--- src/hw/rtl/kuct_pkg.sv ---
// ---------------------------------------------------------------------------
// Keyed usage counter table package
// Shared request, response and chain token types, status and call codes.
// ---------------------------------------------------------------------------
`timescale 1ns / 1ps
`default_nettype none

package kuct_pkg;

	localparam int unsigned TABLE_ENTRIES_DEFAULT = 32;
	localparam logic [3:0]  DATA_SERVICE_RESET    = 4'd4;

	localparam logic [0:0] ACT_UPDATE = 1'b0;
	localparam logic [0:0] ACT_QUERY  = 1'b1;

	localparam logic [3:0] CT_VOICE_OUT = 4'd0;
	localparam logic [3:0] CT_VOICE_IN  = 4'd1;
	localparam logic [3:0] CT_MSG_OUT   = 4'd2;
	localparam logic [3:0] CT_MSG_IN    = 4'd3;

	localparam logic [2:0] ST_UPDATED   = 3'd0;
	localparam logic [2:0] ST_INSERTED  = 3'd1;
	localparam logic [2:0] ST_SKIPPED   = 3'd2;
	localparam logic [2:0] ST_FULL      = 3'd3;
	localparam logic [2:0] ST_FOUND     = 3'd4;
	localparam logic [2:0] ST_NOT_FOUND = 3'd5;

	typedef struct packed {
		logic [0:0]  action;
		logic [31:0] own_key;
		logic [31:0] partner_key;
		logic [3:0]  call_type;
		logic [31:0] duration;
	} kuct_req_t;

	typedef struct packed {
		logic [2:0]  status;
		logic [31:0] voice_out_total;
		logic [31:0] voice_in_total;
		logic [31:0] message_out_count;
		logic [31:0] message_in_count;
	} kuct_rsp_t;

	// One request as it travels down the row of cells.
	typedef struct packed {
		logic        active;
		logic        query;
		logic        done;
		logic [2:0]  status;
		logic [31:0] key;
		logic [3:0]  call_type;
		logic [31:0] duration;
		logic [31:0] vo;
		logic [31:0] vi;
		logic [31:0] mo;
		logic [31:0] mi;
	} kuct_tok_t;

endpackage

`default_nettype wire

--- src/hw/rtl/kuct_cell.sv ---
// ---------------------------------------------------------------------------
// Keyed usage counter table cell
// Holds one table entry and passes the request token to its neighbor.
// ---------------------------------------------------------------------------
`timescale 1ns / 1ps
`default_nettype none

module kuct_cell
	import kuct_pkg::*;
(
	input  wire logic      clk,
	input  wire logic      arst_n,
	input  wire logic      adv,
	input  wire kuct_tok_t tok_in,
	output kuct_tok_t      tok_out
);

	logic        valid_q;
	logic [31:0] key_q;
	logic [31:0] vo_q;
	logic [31:0] vi_q;
	logic [31:0] mo_q;
	logic [31:0] mi_q;
	kuct_tok_t   tok_q;

	logic        hit;
	logic        claim;
	logic [31:0] base_vo, base_vi, base_mo, base_mi;
	logic [31:0] nv_vo, nv_vi, nv_mo, nv_mi;
	kuct_tok_t   tok_nx;

	assign hit   = valid_q && (key_q == tok_in.key);
	assign claim = tok_in.active && !tok_in.done && (hit || !valid_q);

	always_comb begin
		base_vo = hit ? vo_q : 32'd0;
		base_vi = hit ? vi_q : 32'd0;
		base_mo = hit ? mo_q : 32'd0;
		base_mi = hit ? mi_q : 32'd0;
		nv_vo   = base_vo;
		nv_vi   = base_vi;
		nv_mo   = base_mo;
		nv_mi   = base_mi;
		case (tok_in.call_type)
			CT_VOICE_OUT: nv_vo = base_vo + tok_in.duration;
			CT_VOICE_IN:  nv_vi = base_vi + tok_in.duration;
			CT_MSG_OUT:   nv_mo = base_mo + 32'd1;
			CT_MSG_IN:    nv_mi = base_mi + 32'd1;
			default: begin
			end
		endcase

		tok_nx = tok_in;
		if (claim) begin
			tok_nx.done = 1'b1;
			if (tok_in.query) begin
				tok_nx.status = hit ? ST_FOUND : ST_NOT_FOUND;
				tok_nx.vo     = base_vo;
				tok_nx.vi     = base_vi;
				tok_nx.mo     = base_mo;
				tok_nx.mi     = base_mi;
			end else begin
				tok_nx.status = hit ? ST_UPDATED : ST_INSERTED;
				tok_nx.vo     = nv_vo;
				tok_nx.vi     = nv_vi;
				tok_nx.mo     = nv_mo;
				tok_nx.mi     = nv_mi;
			end
		end
	end

	always_ff @(posedge clk or negedge arst_n) begin
		if (!arst_n) begin
			valid_q <= 1'b0;
			tok_q   <= '0;
		end else if (adv) begin
			tok_q <= tok_nx;
			if (claim && !tok_in.query) begin
				valid_q <= 1'b1;
			end
		end
	end

	always_ff @(posedge clk) begin
		if (adv && claim && !tok_in.query) begin
			key_q <= tok_in.key;
			vo_q  <= nv_vo;
			vi_q  <= nv_vi;
			mo_q  <= nv_mo;
			mi_q  <= nv_mi;
		end
	end

	assign tok_out = tok_q;

endmodule

`default_nettype wire

--- config.mk ---
export PLATFORM = sky130hd
export DESIGN_NAME = kuct_cell
export DESIGN_NICKNAME = d
export VERILOG_FILES = /design/src/hw/rtl/kuct_pkg.sv /design/src/hw/rtl/kuct_cell.sv
export SDC_FILE = /design/constraint.sdc
export NUM_CORES = 1
export LEC_CHECK = 0
export ABC_CLOCK_PERIOD_IN_PS = 6340
export BUFFER_PORTS_ARGS = -buffer_cell sky130_fd_sc_hd__clkbuf_2
export CORE_ASPECT_RATIO = 0.6
export CORE_MARGIN = 2
export CORE_UTILIZATION = 56
export DETAILED_ROUTE_END_ITERATION = 10
export MAX_ROUTING_LAYER = met4
export PLACE_DENSITY = 0.85
export SYNTH_ARGS = -nofsm -noshare
export SYNTH_HDL_FRONTEND = slang
export SYNTH_SLANG_ARGS = --single-unit
--- constraint.sdc ---
create_clock -name clk -period 6.34 [get_ports clk]
set_input_delay 0.951 -clock clk [delete_from_list [all_inputs] [get_ports clk]]
set_output_delay 0.951 -clock clk [all_outputs]
set_load 0.01 [all_outputs]
==> summary.txt <==
Final layout
  – Nets: 2777
  – Layout cell share with drive strength beyond 1: between 20% and 30%
  – Layout Area Growth over Synthesis: 17.6%
  – Fill cell count: 2862
  – Final core utilization: 67.2%
  – Most frequent cells in the layout: 404 x clkbuf_2, 235 x nand2_1, 228 x nor2_1
  – Most common cell after layout, fill and taps aside: clkbuf_2

Logic synthesis
  – Mapped Area: around 21000 µm²
  – Predominant post-synthesis flop cell: dfrtp_1
  – Top cells by area, synth: dfrtp_1 24%, edfxtp_1 23%, xor2_1 4.6%, a21oi_1 4.5%, mux2_2 4.4%
  – Post-synthesis sequential area ratio: roughly 47%
  – Yosys top cell area share: between 20% and 30%
  – Synthesized instance count: ~2100
  – #FFs+latches synth: 363
  – EDFF count, synth: 160
  – Fraction of registers with async set/reset: 55.9%
  – Syn nets: roughly 2400
  – Post-synthesis cell type count: 79
  – YS warnings: 0
  – Syn_area_per_cell: just under 10 µm²
  – Cell taking the most area after synthesis: dfrtp_1

Global routing
  – Pin count of the biggest net entering global routing: roughly 140
  – Vias in the first global route: between 15000 and 20000
  – Most Crowded Layer GR: met2
  – Gr ovfl total: 0
  – Global Route Usage Sum: approximately a third
  – Antenna violations before repair: 2
  – GRT met2 Usage: between 50% and 60%
  – Grt met3 use: 5.25%
  – Met1 Use GR: about half
  – First-pass GRT wire length: approximately 100 mm

Place
  – RD Place Congestion: around 0.95
  – DP HPWL: 47.7 mm
  – PortBufs: slightly above 400

Clocking
  – Clk pin slew, worst setup/hold paths: roughly 0.060 ns
  – Post-cts resize count: 0
  – Num CTS Buffers: 36
  – H-Tree Depth: 2
  – CTS Sinks: approximately 360
  – Clock Tree Buf Depth: 3
  – Worst-Skew Late Latency: about 0.56 ns
  – CTS tree: done
  – Post-CTS Setup Bufs: 0
  – Cts hold-fix bufs: 0
  – Root buffer cell: clkbuf_16

Floorplan
  – Die height: 153 µm
  – Cell Rows: 54
  – CORE AREA: roughly 36000 µm²
  – Die width: about 250 µm
  – Starting Density: a little under three fifths
  – Die area: 38800 µm²
  – I/O pins: 407

Status
  – Status: completed

Setup path
  – Reg-to-reg slack, setup: 1.12 ns
  – Critical path's top delay family: compound AO/OA/AOI/OAI gates
  – CP Data Arrival Time: around 5.6 ns
  – Critical path type: in2reg
  – Worst-path maximum fanout: 14
  – Worst setup SP type: input pin
  – CP Cell Sequence: clkbuf_2, xor2_1, nor4_1, nand4_1, nor3_4, buf_4, and2_1, ha_1, a21o_1, a21o_1, a2111oi_0, o21ai_0, a41oi_1, o211ai_1, a21oi_1, xor2_1, o21ai_0
  – CP max stage delay: ~0.73 ns
  – Crit. End Element: flip-flop
  – CP max-delay cell: a41oi_1
  – CP required: between 6 and 7 ns
  – Buffers & Inverters on Critical Path: 2

Power
  – Internal power: 0.00407 W
  – Sw Pwr: around 0.0014 W
  – Final Power: 0.00550 W
  – Sw Ratio: 26.1%
  – Combinational Power Share: between 10% and 20%
  – Pleak: roughly 10 nW
  – Worst VDD drop: 177 µV
  – Clk pwr share: 40.2%
  – PwrDens: around 220 nW/µm²
  – Sequential Power Share: a little under half

Timing
  – Slew Viols, Final: 0
  – Final hold violation count: 0
  – Fin Setup TNS: 0 ns
  – Final setup viols: 0
  – Worst Skew: between 0.03 and 0.04 ns
  – Unrepaired setup endpoints after global routing: no
  – Part of the cycle the worst path needs: a little over four fifths
  – Fmax: ~0.19 GHz
  – Slew @ Worst Pin: 0.977 ns
  – Post-layout min period: roughly 5.4 ns
  – Rel. slew slack: 34.6%

Routing
  – Remaining antenna violation count after routing: 0
  – Drt total wl: between 60 and 70 mm
  – Routed vias: 18300
  – Routed vias/inst: slightly above 6
  – Starting DRT DRC Count: roughly 1900
  – DRC Markers: 0
  – DR WL/cell: approximately 22 µm
  – TritonRoute pass-1 iters: 5

Min path
  – Min-delay worst type: in2async

Run
  – Maxcap violations: 0
## per-layer routing
layer | wire length (µm) | vias up
met4 | 1580 | 0
li1 | - | 8413
met5 | 0 | -
met3 | 6040 | 99
met1 | 28900 | 8879
met2 | 29300 | 918
## cell usage after synthesis (all sizes together) (4+ instances only)
master   instances
xnor2           75
a21oi          189
nor4            13
o211a            4
o21a            15
nor2           231
nand4           17
mux2i           10
nand3b           4
nor3b            6
o2bb2ai          8
and3            36
o311a            5
a21o            27
o31ai            7
o2111ai          4
nor2b           10
o21ai          174
clkbuf          93
a31oi           20
o21bai           7
dfrtp          203
nor3            43
a211oi          10
nand2b           6
nand2          236
a211o            4
mux2            81
nand3           46
or3             11
a221o            9
and4             9
edfxtp         160
a221oi          24
a311oi           4
xor2           110
ha              64
buf             25
and2            62
inv             41
o211ai          11
or2              6
## per-stage QoR
stage / instance area, µm² / worst slack, ns / hold slack, ns / cells
floorplan: 20900 / 0.307 / 0.505 / 2149
global placement: 23300 / 0.707 / 0.468 / 2944
detailed placement: 23300 / 0.509 / 0.470 / 2944
CTS: 24500 / 1.04 / 0.441 / 3010
global route: 24500 / 0.745 / 0.463 / 3012
finish: 24500 / 0.987 / 0.380 / 3012
## sequential cells by signal, summed over array words and instances, names as in the netlist
signal / count
key_q: 32
vo_q: 32
mo_q: 32
valid_q: 1
mi_q: 32
vi_q: 32
tok_out: 202
## cell families (layout without fill, tap and decap cells)
family	after synthesis	count (layout)	share of synthesized area, %
multiplexers	91	91	4.85
XOR/XNOR	185	185	7.77
AO/OA/AOI/OAI	545	545	15.8
AND/OR/NAND/NOR	740	740	17.1
flip-flops	363	363	47.4
buffers and inverters	159	544	3.01
adder cells (fa/ha/maj)	66	66	4.03
other	0	2	0
## worst paths after layout
check	depth (start not counted)	startpoint	end
max	17	tok_in[175]	vo_q[28]$_DFFE_PP_
min	1	arst_n	tok_out[177]$_DFFE_PN0P_
max reg2reg	16	key_q[7]$_DFFE_PP_	vo_q[28]$_DFFE_PP_
min reg2reg	1	tok_out[27]$_DFFE_PN0P_	tok_out[27]$_DFFE_PN0P_
max in group asynchronous	2	arst_n	tok_out[48]$_DFFE_PN0P_
min in group clk	1	tok_out[27]$_DFFE_PN0P_	tok_out[27]$_DFFE_PN0P_
## worst reg2reg max path, stage by stage, from the launching register on
cell	delay [ns]
edfxtp_1	0.40
xor2_1	0.15
nor4_1	0.38
nand4_1	0.37
nor3_4	0.39
buf_4	0.29
and2_1	0.21
ha_1	0.26
a21o_1	0.17
a21o_1	0.18
a2111oi_0	0.46
o21ai_0	0.18
a41oi_1	0.73
o211ai_1	0.20
a21oi_1	0.22
xor2_1	0.21
o21ai_0	0.12
## layout make-up
cell class | count | area [µm²] | area share (%)
multi-input cells | 1627 | 10400 | 42.2
flip-flops and latches | 363 | 9880 | 40.3
repair buffers | 437 | 2320 | 9.47
clock buffers | 49 | 1060 | 4.34
well taps | 476 | 596 | 2.43
inverters | 41 | 160 | 0.653
clock inverters | 17 | 133 | 0.541
diodes | 2 | 5.00 | 0.0204
## power by group through the flow
stage | Clock, W | Combinational (W) | Sequential, W
2_1_floorplan | 0 | 0.000257 | 0.00273
5_1_grt | 0.00232 | 0.000706 | 0.00265
3_5_place_dp | 0 | 0.000647 | 0.00268
3_3_place_gp | 0 | 0.000633 | 0.00268
4_1_cts | 0.00223 | 0.000650 | 0.00264
6_report | 0.00221 | 0.000650 | 0.00264
No activity file was read; power rests on OpenSTA's default activity.
